`config.mk`:
```
export PLATFORM = sky130hd
export DESIGN_NAME = lte_hard_decision_demapper_core_flat
export DESIGN_NICKNAME = d
export VERILOG_FILES = /design/src/design/ltehdd_pkg.sv /design/src/design/ltehdd_sym_if.sv /design/src/design/ltehdd_res_if.sv /design/src/design/ltehdd_slicer.sv /design/src/design/lte_hard_decision_demapper_core.sv /design/src/flat_wrapper.sv
export SDC_FILE = /design/constraint.sdc
export NUM_CORES = 1
export LEC_CHECK = 0
export ABC_CLOCK_PERIOD_IN_PS = 8500
export BUFFER_PORTS_ARGS = -buffer_cell sky130_fd_sc_hd__buf_2
export CAP_MARGIN = 20
export CORE_ASPECT_RATIO = 1.75
export CORE_UTILIZATION = 59
export CTS_BUF_LIST = sky130_fd_sc_hd__clkbuf_4 sky130_fd_sc_hd__clkbuf_8
export DETAILED_ROUTE_END_ITERATION = 8
export MAX_ROUTING_LAYER = met4
export PLACE_DENSITY = 0.73
export SLEW_MARGIN = 20
export SYNTH_ARGS = -nofsm -noshare
export SYNTH_HDL_FRONTEND = slang
export SYNTH_HIERARCHICAL = 1
export SYNTH_SLANG_ARGS = --single-unit
```
`constraint.sdc`:
```
create_clock -name clk_i -period 8.5 [get_ports clk_i]
set_input_delay 1.7 -clock clk_i [delete_from_list [all_inputs] [get_ports clk_i]]
set_output_delay 1.7 -clock clk_i [all_outputs]
set_load 0.05 [all_outputs]
```
`src/design/ltehdd_pkg.sv`:
```
package ltehdd_pkg;

  localparam int SAMPLE_WIDTH = 16;
  localparam int MODE_W       = 3;
  localparam int Q16_STEP_W   = 15;
  localparam int Q64_STEP_W   = 14;
  localparam int Q256_STEP_W  = 13;
  localparam int CFG_DATA_W   = 15;
  localparam int CFG_IDX_W    = 2;
  localparam int BITS_W       = 8;
  localparam int COUNT_W      = 4;
  localparam int AMP_W        = 3;
  // compare width: covers |sample| and 7 * max 256QAM step
  localparam int CMP_W        = (SAMPLE_WIDTH > 16) ? SAMPLE_WIDTH : 16;

  typedef enum logic [MODE_W-1:0] {
    MODE_BPSK   = 3'd0,
    MODE_QPSK   = 3'd1,
    MODE_QAM16  = 3'd2,
    MODE_QAM64  = 3'd3,
    MODE_QAM256 = 3'd4
  } mode_e;

  typedef enum logic [CFG_IDX_W-1:0] {
    CFG_MODE     = 2'd0,
    CFG_Q16_STEP = 2'd1,
    CFG_Q64_STEP = 2'd2,
    CFG_Q256_STEP = 2'd3
  } cfg_idx_e;

  localparam logic [MODE_W-1:0]      MODE_RST      = 3'd1;
  localparam logic [Q16_STEP_W-1:0]  Q16_STEP_RST  = 15'd5181;
  localparam logic [Q64_STEP_W-1:0]  Q64_STEP_RST  = 14'd2528;
  localparam logic [Q256_STEP_W-1:0] Q256_STEP_RST = 13'd1256;

  // Gray amplitude bits per region index
  localparam logic [1:0] AMP64_MAP [4] = '{2'd2, 2'd0, 2'd1, 2'd3};
  localparam logic [2:0] AMP256_MAP [8] = '{3'd0, 3'd2, 3'd6, 3'd4, 3'd5, 3'd1, 3'd3, 3'd7};

endpackage

```
`src/design/ltehdd_sym_if.sv`:
```
interface ltehdd_sym_if;
  import ltehdd_pkg::*;

  logic                           valid;
  logic                           ready;
  logic signed [SAMPLE_WIDTH-1:0] in_i;
  logic signed [SAMPLE_WIDTH-1:0] in_q;
  logic                           end_of_block;

  modport source (output valid, output in_i, output in_q, output end_of_block, input ready);
  modport sink   (input valid, input in_i, input in_q, input end_of_block, output ready);
endinterface

```
`src/design/ltehdd_res_if.sv`:
```
interface ltehdd_res_if;
  import ltehdd_pkg::*;

  logic               valid;
  logic               ready;
  logic [BITS_W-1:0]  bits;
  logic [COUNT_W-1:0] bit_count;
  logic               end_of_block_out;

  modport source (output valid, output bits, output bit_count, output end_of_block_out,
                  input ready);
  modport sink   (input valid, input bits, input bit_count, input end_of_block_out,
                  output ready);
endinterface

```
`src/design/ltehdd_slicer.sv`:
```
module ltehdd_slicer import ltehdd_pkg::*; (
  input  logic signed [SAMPLE_WIDTH-1:0] comp_i,
  input  mode_e                          mode_i,
  input  logic [Q16_STEP_W-1:0]          q16_step_i,
  input  logic [Q64_STEP_W-1:0]          q64_step_i,
  input  logic [Q256_STEP_W-1:0]         q256_step_i,
  output logic                           sign_o,
  output logic [AMP_W-1:0]               amp_o
);

  logic [SAMPLE_WIDTH-1:0] comp_u;
  logic [SAMPLE_WIDTH-1:0] mag;
  logic [CMP_W-1:0]        mag_x;
  logic                    r16;
  logic [1:0]              r64;
  logic [2:0]              r256;

  assign comp_u = comp_i;
  assign mag    = comp_u[SAMPLE_WIDTH-1] ? (~comp_u + 1'b1) : comp_u;
  assign mag_x  = CMP_W'(mag);
  assign sign_o = comp_u[SAMPLE_WIDTH-1] | (comp_u == '0);

  // thresholds are monotone in k, so counting exceeded ones gives the region
  always_comb begin
    r16 = mag_x > CMP_W'(q16_step_i);
    r64 = '0;
    for (int k = 1; k <= 3; k++) begin
      if (mag_x > CMP_W'(CMP_W'(k) * CMP_W'(q64_step_i))) begin
        r64 = r64 + 2'd1;
      end
    end
    r256 = '0;
    for (int k = 1; k <= 7; k++) begin
      if (mag_x > CMP_W'(CMP_W'(k) * CMP_W'(q256_step_i))) begin
        r256 = r256 + 3'd1;
      end
    end
  end

  always_comb begin
    case (mode_i)
      MODE_BPSK:  amp_o = '0;
      MODE_QPSK:  amp_o = '0;
      MODE_QAM16: amp_o = {2'b00, r16};
      MODE_QAM64: amp_o = {1'b0, AMP64_MAP[r64]};
      default:    amp_o = AMP256_MAP[r256];
    endcase
  end

endmodule

```
`src/design/lte_hard_decision_demapper_core.sv`:
```
// Hard-decision QAM demapper, BPSK through 256QAM.
// Registers: input reg, then result reg; the slicers sit between the two registers.
// Throughput: one item per cycle, stalled while a result waits with res_o.ready low.
// Reset (async, active low): pipeline emptied, mode QPSK, steps at nominal values.
module lte_hard_decision_demapper_core import ltehdd_pkg::*; (
  input  logic                  clk_i,
  input  logic                  rst_ni,
  input  logic                  cfg_we_i,
  input  logic [CFG_IDX_W-1:0]  cfg_idx_i,
  input  logic [CFG_DATA_W-1:0] cfg_data_i,
  ltehdd_sym_if.sink            sym_i,
  ltehdd_res_if.source          res_o
);

  logic [MODE_W-1:0]      mode_q;
  logic [Q16_STEP_W-1:0]  q16_step_q;
  logic [Q64_STEP_W-1:0]  q64_step_q;
  logic [Q256_STEP_W-1:0] q256_step_q;
  mode_e                  mode;

  logic                           in_valid_q;
  logic signed [SAMPLE_WIDTH-1:0] in_i_q;
  logic signed [SAMPLE_WIDTH-1:0] in_q_q;
  logic                           eob_q;

  logic               res_valid_q;
  logic [BITS_W-1:0]  bits_q;
  logic [COUNT_W-1:0] count_q;
  logic               eob_res_q;

  logic               in_adv;
  logic               res_free;
  logic               sign_i;
  logic               sign_q;
  logic [AMP_W-1:0]   amp_i;
  logic [AMP_W-1:0]   amp_q;
  logic signed [SAMPLE_WIDTH:0] sum;
  logic               bpsk_bit;
  logic [BITS_W-1:0]  bits_d;
  logic [COUNT_W-1:0] count_d;

  assign mode = mode_e'(mode_q);

  always_ff @(posedge clk_i or negedge rst_ni) begin
    if (!rst_ni) begin
      mode_q      <= MODE_RST;
      q16_step_q  <= Q16_STEP_RST;
      q64_step_q  <= Q64_STEP_RST;
      q256_step_q <= Q256_STEP_RST;
    end else if (cfg_we_i) begin
      case (cfg_idx_e'(cfg_idx_i))
        CFG_MODE:      mode_q      <= cfg_data_i[MODE_W-1:0];
        CFG_Q16_STEP:  q16_step_q  <= cfg_data_i[Q16_STEP_W-1:0];
        CFG_Q64_STEP:  q64_step_q  <= cfg_data_i[Q64_STEP_W-1:0];
        CFG_Q256_STEP: q256_step_q <= cfg_data_i[Q256_STEP_W-1:0];
        default: ;
      endcase
    end
  end

  assign res_free    = !res_valid_q || res_o.ready;
  assign in_adv      = in_valid_q && res_free;
  assign sym_i.ready = !in_valid_q || res_free;

  always_ff @(posedge clk_i or negedge rst_ni) begin
    if (!rst_ni) begin
      in_valid_q <= 1'b0;
    end else if (sym_i.ready) begin
      in_valid_q <= sym_i.valid;
    end
  end

  always_ff @(posedge clk_i) begin
    if (sym_i.valid && sym_i.ready) begin
      in_i_q <= sym_i.in_i;
      in_q_q <= sym_i.in_q;
      eob_q  <= sym_i.end_of_block;
    end
  end

  ltehdd_slicer u_slicer_i (
    .comp_i      (in_i_q),
    .mode_i      (mode),
    .q16_step_i  (q16_step_q),
    .q64_step_i  (q64_step_q),
    .q256_step_i (q256_step_q),
    .sign_o      (sign_i),
    .amp_o       (amp_i)
  );

  ltehdd_slicer u_slicer_q (
    .comp_i      (in_q_q),
    .mode_i      (mode),
    .q16_step_i  (q16_step_q),
    .q64_step_i  (q64_step_q),
    .q256_step_i (q256_step_q),
    .sign_o      (sign_q),
    .amp_o       (amp_q)
  );

  // BPSK: 1 when I+Q < 0, tie at zero gives 1 only for I > 0
  assign sum      = {in_i_q[SAMPLE_WIDTH-1], in_i_q} + {in_q_q[SAMPLE_WIDTH-1], in_q_q};
  assign bpsk_bit = sum[SAMPLE_WIDTH] ||
                    ((sum == '0) && !in_i_q[SAMPLE_WIDTH-1] && (in_i_q != '0));

  always_comb begin
    case (mode)
      MODE_BPSK: begin
        bits_d  = {7'b0, bpsk_bit};
        count_d = 4'd1;
      end
      MODE_QPSK: begin
        bits_d  = {6'b0, sign_q, sign_i};
        count_d = 4'd2;
      end
      MODE_QAM16: begin
        bits_d  = {amp_q[2], amp_i[2], amp_q[1], amp_i[1], amp_q[0], amp_i[0], sign_q, sign_i};
        count_d = 4'd4;
      end
      MODE_QAM64: begin
        bits_d  = {amp_q[2], amp_i[2], amp_q[1], amp_i[1], amp_q[0], amp_i[0], sign_q, sign_i};
        count_d = 4'd6;
      end
      default: begin
        bits_d  = {amp_q[2], amp_i[2], amp_q[1], amp_i[1], amp_q[0], amp_i[0], sign_q, sign_i};
        count_d = 4'd8;
      end
    endcase
  end

  always_ff @(posedge clk_i or negedge rst_ni) begin
    if (!rst_ni) begin
      res_valid_q <= 1'b0;
    end else if (res_free) begin
      res_valid_q <= in_valid_q;
    end
  end

  always_ff @(posedge clk_i) begin
    if (in_adv) begin
      bits_q    <= bits_d;
      count_q   <= count_d;
      eob_res_q <= eob_q;
    end
  end

  assign res_o.valid            = res_valid_q;
  assign res_o.bits             = bits_q;
  assign res_o.bit_count        = count_q;
  assign res_o.end_of_block_out = eob_res_q;

`ifndef SYNTHESIS
  a_unused_bits_zero: assert property (@(posedge clk_i) disable iff (!rst_ni)
    res_valid_q |-> ((bits_q >> count_q) == '0))
    else $error("result bits set above bit_count");

  a_item_moves: assert property (@(posedge clk_i) disable iff (!rst_ni)
    in_adv |=> res_valid_q)
    else $error("item lost between input and result register");

  a_full_stall: assert property (@(posedge clk_i) disable iff (!rst_ni)
    (in_valid_q && res_valid_q && !res_o.ready) |-> !sym_i.ready)
    else $error("item accepted while pipeline is full and stalled");
`endif

endmodule

```
`src/flat_wrapper.sv`:
```
// flat-port wrapper written by rule: the top's interface ports become plain ports
module lte_hard_decision_demapper_core_flat import ltehdd_pkg::*;
  (clk_i, rst_ni, cfg_we_i, cfg_idx_i, cfg_data_i, sym_i_valid, sym_i_in_i, sym_i_in_q, sym_i_end_of_block, sym_i_ready, res_o_valid, res_o_bits, res_o_bit_count, res_o_end_of_block_out, res_o_ready);
  ltehdd_sym_if sym_i_i ();
  ltehdd_res_if res_o_i ();
  input  logic clk_i;
  input  logic rst_ni;
  input  logic cfg_we_i;
  input  logic [CFG_IDX_W-1:0] cfg_idx_i;
  input  logic [CFG_DATA_W-1:0] cfg_data_i;
  input wire logic [$bits(sym_i_i.valid)-1:0] sym_i_valid;
  input wire logic [$bits(sym_i_i.in_i)-1:0] sym_i_in_i;
  input wire logic [$bits(sym_i_i.in_q)-1:0] sym_i_in_q;
  input wire logic [$bits(sym_i_i.end_of_block)-1:0] sym_i_end_of_block;
  output wire logic [$bits(sym_i_i.ready)-1:0] sym_i_ready;
  output wire logic [$bits(res_o_i.valid)-1:0] res_o_valid;
  output wire logic [$bits(res_o_i.bits)-1:0] res_o_bits;
  output wire logic [$bits(res_o_i.bit_count)-1:0] res_o_bit_count;
  output wire logic [$bits(res_o_i.end_of_block_out)-1:0] res_o_end_of_block_out;
  input wire logic [$bits(res_o_i.ready)-1:0] res_o_ready;
  assign sym_i_i.valid = sym_i_valid;
  assign sym_i_i.in_i = sym_i_in_i;
  assign sym_i_i.in_q = sym_i_in_q;
  assign sym_i_i.end_of_block = sym_i_end_of_block;
  assign sym_i_ready = sym_i_i.ready;
  assign res_o_valid = res_o_i.valid;
  assign res_o_bits = res_o_i.bits;
  assign res_o_bit_count = res_o_i.bit_count;
  assign res_o_end_of_block_out = res_o_i.end_of_block_out;
  assign res_o_i.ready = res_o_ready;
  lte_hard_decision_demapper_core u_core (.clk_i(clk_i), .rst_ni(rst_ni), .cfg_we_i(cfg_we_i), .cfg_idx_i(cfg_idx_i), .cfg_data_i(cfg_data_i), .sym_i(sym_i_i), .res_o(res_o_i));
endmodule
```
==> results of run 1 <==
## worst max-delay path, delay by kind of cell (launching register included)
family | cells | cell delay [ps]
compound gates | 13 | 2180
xor+xnor | 5 | 1050
fa+ha+maj | 6 | 1540
buf+inv | 4 | 460
flops | 1 | 520
mux | 1 | 260
simple gates | 8 | 1720
## stage by stage
stage | total power, mW | util [%] | area [um2] | instances
floorplan | 4.73 | - | 18000 | 2024
global placement | 5.82 | 63.8 | 19100 | 2516
detailed placement | 5.99 | 63.8 | 19100 | 2516
CTS | 6.40 | 64.6 | 19300 | 2532
global route | 7.12 | 64.8 | 19400 | 2536
finish | 6.47 | 64.8 | 19400 | 2536
## registers in the layout, summed over array words and instances (netlist names)
| signal | cells |
|---|---|
| u_core/mode | 3 |
| u_core/q16_step_q | 15 |
| u_core/in_i_q | 16 |
| u_core/res_o.bit_count | 4 |
| u_core/res_o.bits | 8 |
| u_core/q256_step_q | 13 |
| u_core/in_valid_q | 1 |
| u_core/eob_q | 1 |
| u_core/res_o.valid | 1 |
| u_core/in_q_q | 16 |
| u_core/q64_step_q | 14 |
| u_core/res_o.end_of_block_out | 1 |
## cells in the final DEF, fill, tap and decap left out, types with 38 or more instances in the layout
| cell | n |
|---|---|
| o21ai_0 | 109 |
| buf_4 | 56 |
| nand4_1 | 56 |
| buf_2 | 69 |
| a21oi_1 | 153 |
| nand2_1 | 85 |
| o21a_1 | 38 |
| inv_1 | 209 |
| nand2b_1 | 43 |
| a21o_1 | 77 |
| xnor2_1 | 89 |
| nor2b_1 | 48 |
| nor2_1 | 76 |
| mux2_2 | 49 |
| edfxtp_1 | 46 |
| ha_1 | 460 |
## timing repair
action	CTS	global route
endpoints found under the setup margin	0	4
buffers inserted	0	3
gates resized for setup	0	9
## layout make-up
cell class	instances	area [um2]	share of cell area [%]
sequential	93	2580	13.3
inverter	209	785	4.04
antenna	1	2.50	0.0129
clock buffer	9	124	0.638
multi-input combinational	1705	14600	75.0
timing repair buffer	125	766	3.94
clock inverter	7	114	0.586
tap	387	484	2.49
## layer usage
layer	global-route usage [%]	share of wire, %	vias to the layer above
met5	-	0	-
met1	37.6	38	7690
met4	24.5	7.3	0
met3	3.68	3.5	195
li1	-	-	7733
met2	66.0	51	476
## worst max path at each step
stage / start / to / slack [ps] / cells after the start
after global placement: u_core/in_q_q[1] / u_core/res_o.bits[5] / 520 / 38
after CTS: u_core/in_q_q[0] / u_core/res_o.bits[5] / 230 / 38
final: u_core/in_q_q[3] / u_core/res_o.bits[5] / 480 / 37
after detailed placement: u_core/in_q_q[0] / u_core/res_o.bits[5] / 280 / 38
after floorplan: u_core/in_i_q[0] / u_core/res_o.bits[4] / 690 / 35
after global routing: u_core/q256_step_q[1] / u_core/res_o.bits[5] / 6 / 36
## cell usage after synthesis, drive strengths merged (7+ instances only)
master	number	share of area, %
buf	9	0.40
nor4	14	0.57
a2111oi	7	0.41
ha	460	32
nand2b	43	1.5
nor3	29	0.86
xor2	35	1.7
and2	11	0.38
nand3	37	1.0
mux2i	13	0.79
nand2	85	1.8
xnor2	94	4.7
clkbuf	8	0.17
edfxtp	46	7.7
o21a	38	1.6
nand4	56	1.9
o31ai	17	0.74
a21o	77	3.2
or2	11	0.38
mux2	49	3.1
a211o	8	0.39
o21ai	116	3.3
dfstp	18	2.6
inv	209	4.4
a211oi	19	0.89
o211ai	13	0.54
nor2b	48	1.7
a21oi	154	4.3
fa	33	3.7
and3	9	0.31
or3	15	0.58
dfrtp	29	4.0
o21bai	36	1.5
a31oi	7	0.24
nor2	76	1.6
## power by group through the flow
stage	combinational, mW	clock [mW]	sequential, mW
after global routing	6.01	0.392	0.713
after detailed placement	5.28	0	0.712
after CTS	5.32	0.376	0.703
final	5.39	0.370	0.706
after global placement	5.11	0	0.710
after floorplan	3.96	0	0.762
## logic make-up after synthesis
group                      count (synthesis)  share of synthesized area, %
and+or+nand+nor                          466                          14.1
buffers and inverters                    226                          4.93
AOI/OAI and AO/OA                        552                          20.3
adders and majority gates                493                          35.7
DFF                                       93                          14.4
xor gates and xnor gates                 132                          6.76
muxes                                     62                          3.86
==> run_results.csv, run 1 <==
group,metric,value,unit
outcome,outcome,"finished clean",
critical_path,reg2reg_to,"u_core/res_o.bits[5]",
yosys,syn_inst,2024,
finish,syn_to_final_growth,8.03,%
route,via_per_inst,6.35,
critical_path,rr_worst_depth,37,
route,drtIter0Drc,881,
timing,hold_viol,0,
floorplan,rows,84,
worst_hold_path,holdPathEnd,"u_core/res_o.end_of_block_out",
grt,grt_usage,36.8,%
clock_tree,holdBufCountCts,0,
yosys,synth_edf_count,46,
clock_tree,cts_tree,"built",
power,peakVddDrop,414,uV
finish,drive_above_1_share,11.9,%
timing,rsz0062_at_grt,"false",
yosys,synthArstFlopShare,50.5,%
critical_path,crit_type,"reg -> reg",
critical_path,critPathArrivalTime,8160,ps
finish,num-nets-final,2691,
critical_path,cp_slowest_stage_delay,520,ps
power,switching_share,51.4,%
critical_path,critPathMaxFanout,8,
power,p_int,3.14,mW
grt,grt_max_degree,48,
timing,relSlewSlack,31.5,%
power,clkPwrFrac,5.7,%
floorplan,die_w,134,um
grt,grt_pass1_wl,84800,um
placed_design,place.gp.congestion,0.970,
route,wl,55000,um
timing,timing.fmax,125,MHz
timing,maxSlewViolCount,0,
timing,hold_ws,442,ps
clock_tree,clk_latency,420,ps
clock_tree,htreeDepth,3,
route,ant_nets,0,
floorplan,die_area,31200,um2
critical_path,cp-end-kind,"register",
route,remaining_drc_errors,0,
power,combPwrFrac,83.4,%
clock_tree,cts_root_buffer,"clkbuf_8",
clock_tree,cts_buffer_depth,2,
power,switchingPower,3.32,mW
grt,grt_overflow,0,
power,leakagePower,9.48,nW
timing,post-route-period-util,94.3,%
yosys,synth_cell_types,93,
route,via_count,16100,
critical_path,r2r_start,"u_core/in_q_q[3]",
yosys,yosys_warnings,6,
placed_design,dp_hpwl,45100,um
timing,finalSetupViolCount,0,
yosys,syn_area_per_cell,8.88,um2
run,drv_cap,0,
floorplan,fp.dieH,233,um
finish,nFillCells,2555,
critical_path,startpoint_type,"register",
timing,min_period,8020,ps
timing,layout_setup_ws,481,ps
yosys,syn_area,18000,um2
timing,fin_tns_setup,0,ps
yosys,synth_seq_cells,93,
worst_hold_path,holdCritStartpoint,"u_core/eob_q",
grt,antenna_found_initial,1,
timing,finClkSkew,15.5,ps
critical_path,slowest_stage,"edfxtp_1",
clock_tree,clock-sinks,93,
timing,tightest_slew,1000,ps
route,drt_pass1_iterations,5,
floorplan,ios,70,
power,p_seq_share,10.9,%
yosys,synth_flop_cell,"edfxtp_1",
yosys,synth.yosys.seq_area_share,14.4,%
worst_hold_path,holdPathStages,0,
route,routedWlPerCell,21.7,um
critical_path,cp.required,8640,ps
critical_path,cp_common_cell,"ha_1",
floorplan,core_area,30000,um2
placed_design,port_buffers,69,
clock_tree,clkTransAtPathRegs,90,ps
worst_hold_path,min_path_type,"reg -> reg",
placed_design,pre_cts_slack,279,ps
power,cellPowerDensity,333,nW/um2
clock_tree,cts_made_buffers,9,
yosys,synth_fp_nets,2572,
floorplan,initial_core_util,60.0,%
grt,grt_pass1_vias,16200,
critical_path,rrSetupSlack,480,ps
Power figures use the tool's default switching activity.
==> inputs of run 2 (changes only) <==
Settings changed: ABC_CLOCK_PERIOD_IN_PS 8500 to 9000, REMOVE_ABC_BUFFERS set to 1.
Clock period 8.5 ns to 9 ns, I/O delays scaled along.
==> run 2 against run 1 <==
Die area unchanged; core utilization decreased by 0.22 points; routed wire length increased by 0.29%; sequential power decreased by 4.7%; clock-buffer cell count unchanged; power decreased by 6.1%; critical path depth unchanged; setup slack improved by 67 ps; non-clock buffer count unchanged; hold slack got worse by 14 ps; critical path type unchanged.
==> run_results.csv, run 2 (synthesis results as in run 1) <==
group,metric,value,unit
run,drv_cap,0,
clock_tree,cts_tree,"built",
route,via_count,16200,
grt,grt_pass1_vias,16700,
critical_path,critical_path.top_delay_family,"simple AND/OR/NAND/NOR gates",
timing,hold_viol,0,
route,remaining_drc_errors,0,
power,leakagePower,9.45,nW
floorplan,rows,84,
critical_path,crit_type,"reg -> reg",
timing,post-route-period-util,93.9,%
route,drtIter0Drc,805,
timing,relSlewSlack,33.6,%
finish,syn_to_final_growth,7.67,%
clock_tree,cts_root_buffer,"clkbuf_8",
finish,num-nets-final,2691,
critical_path,cp-end-kind,"register",
clock_tree,cts_made_buffers,9,
route,ant_nets,0,
power,power,6.07,mW
placed_design,place_area,19100,um2
power,cellPowerDensity,314,nW/um2
clock_tree,htreeDepth,3,
placed_design,dp_hpwl,45300,um
finish,nFillCells,2680,
timing,min_period,8450,ps
clock_tree,clock-sinks,93,
clock_tree,holdBufCountCts,0,
critical_path,cp_slowest_stage_delay,530,ps
critical_path,slowest_stage,"xnor3_2",
critical_path,startpoint_type,"register",
finish,final_util,64.6,%
finish,final_cell_area,19300,um2
grt,grt_use_met1,36.9,%
floorplan,die_area,31200,um2
grt,grt_usage,37.0,%
floorplan,initial_core_util,60.0,%
finish,drive_above_1_share,11.9,%
timing,tightest_slew,983,ps
floorplan,die_w,134,um
finish,final_common_cell,"ha_1",
worst_hold_path,min_path_type,"reg -> reg",
floorplan,core_area,30000,um2
grt,antenna_found_initial,3,
grt,met3_usage,3.33,%
timing,hold_ws,428,ps
route,wl,55200,um
grt,grt_overflow,0,
timing,finalSetupViolCount,0,
timing,finClkSkew,22.5,ps
timing,timing.fmax,118,MHz
critical_path,path_buf_inv,4,
clock_tree,clkTransAtPathRegs,120,ps
critical_path,critPathArrivalTime,8740,ps
grt,grt_pass1_wl,85700,um
route,routedWlPerCell,21.8,um
placed_design,port_buffers,69,
route,drt_pass1_iterations,5,
outcome,outcome,"finished clean",
timing,maxSlewViolCount,0,
placed_design,place.gp.congestion,0.981,
clock_tree,cts_buffer_depth,2,
floorplan,ios,70,
critical_path,cp_common_cell,"ha_1",
critical_path,critPathMaxFanout,8,
clock_tree,clk_latency,420,ps
finish,mostFrequentLayoutCells,"ha_1 (460), inv_1 (209), a21oi_1 (153)",
power,peakVddDrop,452,uV
finish,top_regs,"u_core/in_i_q x16, u_core/in_q_q x16, u_core/q16_step_q x15",
floorplan,fp.dieH,233,um
route,via_per_inst,6.38,
grt,grtUsageMet2,65.7,%
grt,top_usage_layer,"met2",
critical_path,cp.required,9280,ps
grt,grt_max_degree,48,
==> run 2: stage by stage <==
| stage | TNS, ps | setup WS (ps) | cells |
|---|---|---|---|
| finish | 0 | 547 | 2536 |
| global route | -39.4 | -39.4 | 2536 |
| CTS | 0 | 357 | 2533 |
| detailed placement | 0 | 409 | 2517 |
| global placement | 0 | 786 | 2517 |
| floorplan | 0 | 1190 | 2007 |
==> run 2: timing repair <==
item	CTS	global route
setup buffers	0	2
setup endpoints to repair	0	3
resized for setup	0	7
==> run 2: routing by layer <==
metal	wire, um	part of all wire, %	vias up
met5	0	0	-
met4	4330	7.8	0
met3	1860	3.4	254
met2	28100	51	496
met1	20800	38	7699
li1	-	-	7727
==> run 2: area by class of cell <==
type                    count  area (um2)  area share [%]
flip-flops and latches     93        2580            13.3
clock buffers               9         124           0.640
well taps                 387         484            2.50
repair buffers            125         766            3.96
clock inverters             7        55.1           0.285
inverters                 209         785            4.05
diodes                      1        2.50          0.0129
multi-input cells        1705       14600            75.2
==> run 2: path summary, 6_finish.rpt <==
path | startpoint | endpoint | slack (ps) | cells past startpoint
setup reg to reg | u_core/in_i_q[0] | u_core/res_o.bits[4] | 550 | 37
hold / removal | u_core/eob_q | u_core/res_o.end_of_block_out | 430 | 0
hold reg to reg | u_core/eob_q | u_core/res_o.end_of_block_out | 430 | 0
max in group asynchronous | rst_ni | u_core/q16_step_q[8] | 7060 | 2
min in group asynchronous | rst_ni | u_core/res_o.valid | 1440 | 2
setup / recovery | u_core/in_i_q[0] | u_core/res_o.bits[4] | 550 | 37
==> run 2: report_power, final <==
group / leakage [nW] / internal [mW] / switching (mW)
registers: 0.975 / 0.547 / 0.126
clock network: 0.0883 / 0.103 / 0.170
logic: 8.38 / 2.24 / 2.89
==> inputs of run 3 (changes only) <==
Settings changed: CORE_ASPECT_RATIO 1.75 to 1.25.
==> run 3 against run 2 <==
Clock-buffer cell count up 1; sequential share of layout area about the same; non-clock buffer count decreased by 7; combinational power shrank 2%; register-to-register slack improved by 50 ps; setup slack gained 52 ps; final cell count is 0.24% higher; final area fell by 0.22%; sequential power grew 0.7%; die area barely moved; critical endpoint is now u_core/res_o.bits[5]; largest power group unchanged.
==> run_results.csv, run 3 (synthesis results as in run 1) <==
group,metric,value,unit
outcome,outcome,"finished clean",
route,via_count,16000,
floorplan,fp.dieH,197,um
floorplan,rows,71,
grt,grt_max_degree,48,
power,peakVddDrop,269,uV
timing,rsz0062_at_grt,"false",
clock_tree,clock-sinks,93,
finish,top_regs,"u_core/in_i_q x16, u_core/in_q_q x16, u_core/q16_step_q x15",
timing,post-route-period-util,93.3,%
route,route.met3.wl,2620,um
timing,min_period,8400,ps
critical_path,cp.required,9150,ps
route,wl_met2,25700,um
route,drt_pass1_iterations,7,
grt,grt_overflow,0,
placed_design,place.gp.congestion,1.01,
route,routedWlPerCell,20.8,um
finish,final_common_cell,"ha_1",
clock_tree,htreeDepth,3,
timing,relSlewSlack,34.3,%
floorplan,core_area,30000,um2
run,drv_cap,0,
finish,syn_to_final_growth,7.44,%
route,remaining_drc_errors,0,
finish,drive_above_1_share,11.5,%
grt,grt_usage,35.7,%
critical_path,r2r_start,"u_core/in_q_q[0]",
critical_path,critPathMaxFanout,10,
timing,fin_tns_setup,0,ps
critical_path,critPathArrivalTime,8550,ps
placed_design,pre_cts_slack,466,ps
clock_tree,clk_latency,410,ps
critical_path,cp_slowest_stage_delay,520,ps
critical_path,cp_common_cell,"ha_1",
grt,grt_pass1_vias,16000,
grt,grt_pass1_wl,82500,um
grt,antenna_found_initial,0,
critical_path,startpoint_type,"register",
critical_path,slowest_stage,"edfxtp_1",
floorplan,ios,70,
route,via_per_inst,6.29,
floorplan,die_area,31200,um2
clock_tree,clkTransAtPathRegs,110,ps
power,leakagePower,9.41,nW
floorplan,die_w,158,um
clock_tree,cts_made_buffers,9,
floorplan,initial_core_util,59.9,%
route,route.layer.met1.wl,21700,um
route,ant_nets,0,
timing,finalSetupViolCount,0,
critical_path,crit_type,"reg -> reg",
route,wl,53000,um
worst_hold_path,min_path_type,"reg -> reg",
route,drtIter0Drc,841,
timing,timing.fmax,119,MHz
timing,tightest_slew,979,ps
critical_path,cp-end-kind,"register",
power,cellPowerDensity,310,nW/um2
clock_tree,cts_buffer_depth,2,
clock_tree,cts_tree,"built",
placed_design,dp_hpwl,43600,um
finish,mostFrequentLayoutCells,"ha_1 (460), inv_1 (209), a21oi_1 (153)",
clock_tree,cts_root_buffer,"clkbuf_8",
worst_hold_path,holdCritStartpoint,"u_core/eob_q",
finish,num_antenna_cells,0,
finish,num-nets-final,2684,
route,highest_layer,"met4",
critical_path,crit_start,"u_core/in_q_q[0]",
placed_design,port_buffers,69,
timing,finClkSkew,19.2,ps
timing,layout_setup_ws,600,ps
timing,hold_viol,0,
timing,maxSlewViolCount,0,
==> run 3: final cells by class <==
cell class                      count  area, um2
Clock inverter                      6       51.3
Timing Repair Buffer              118        713
Tap cell                          401        502
Clock buffer                       10        131
Sequential cell                    93       2580
Multi-Input combinational cell   1705      14500
Fill cell                        2639      10700
Inverter                          209        785
==> run 3: through the flow <==
step	std cells	cell area [um2]	total power, mW	utilization [%]	hold WS [ps]
2_1_floorplan	2007	17900	4.44	-	400
3_3_place_gp	2525	19100	5.38	63.5	418
3_5_place_dp	2525	19100	5.57	63.5	426
4_1_cts	2541	19300	5.88	64.1	449
5_1_grt	2542	19300	6.64	64.3	459
6_report	2542	19300	5.98	64.3	449
==> run 3: final timing paths <==
check | endpoint | slack (ps) | depth (start not counted)
hold / removal | u_core/res_o.end_of_block_out | 450 | 0
setup reg to reg | u_core/res_o.bits[5] | 600 | 38
hold reg to reg | u_core/res_o.end_of_block_out | 450 | 0
setup / recovery | u_core/res_o.bits[5] | 600 | 38
max in group asynchronous | u_core/mode[2] | 7080 | 2
min in group asynchronous | u_core/q64_step_q[3] | 1470 | 2
==> run 3: power by group <==
part	total, mW	switching (mW)	internal, mW	leakage [nW]
registers	0.678	0.131	0.547	0.975
clock network	0.278	0.169	0.109	0.0936
logic	5.02	2.80	2.23	8.34
total	5.98	3.10	2.88	9.41
==> run 3: layer usage <==
| layer | vias to the layer above | global-route usage [%] |
|---|---|---|
| li1 | 7728 | - |
| met2 | 531 | 60.4 |
| met4 | 0 | 19.0 |
| met1 | 7600 | 41.8 |
| met5 | - | - |
| met3 | 124 | 2.92 |
==> run 3: worst max-delay path: cells and delay by family, from the launching register on <==
| kind | cells | cell delay [ps] |
|---|---|---|
| flip-flops | 1 | 520 |
| multiplexers | 1 | 270 |
| adder cells (fa/ha/maj) | 7 | 1910 |
| buffers and inverters | 6 | 810 |
| AND/OR/NAND/NOR | 6 | 1140 |
| XOR/XNOR | 4 | 840 |
| AO/OA/AOI/OAI | 14 | 2660 |
==> run 3: timing repair <==
item | CTS | global route
endpoints found under the setup margin | 0 | 4
endpoints found under the hold margin | 0 | 0
gates resized for setup | 0 | 6
hold buffers | 0 | 0
setup buffers | 0 | 1
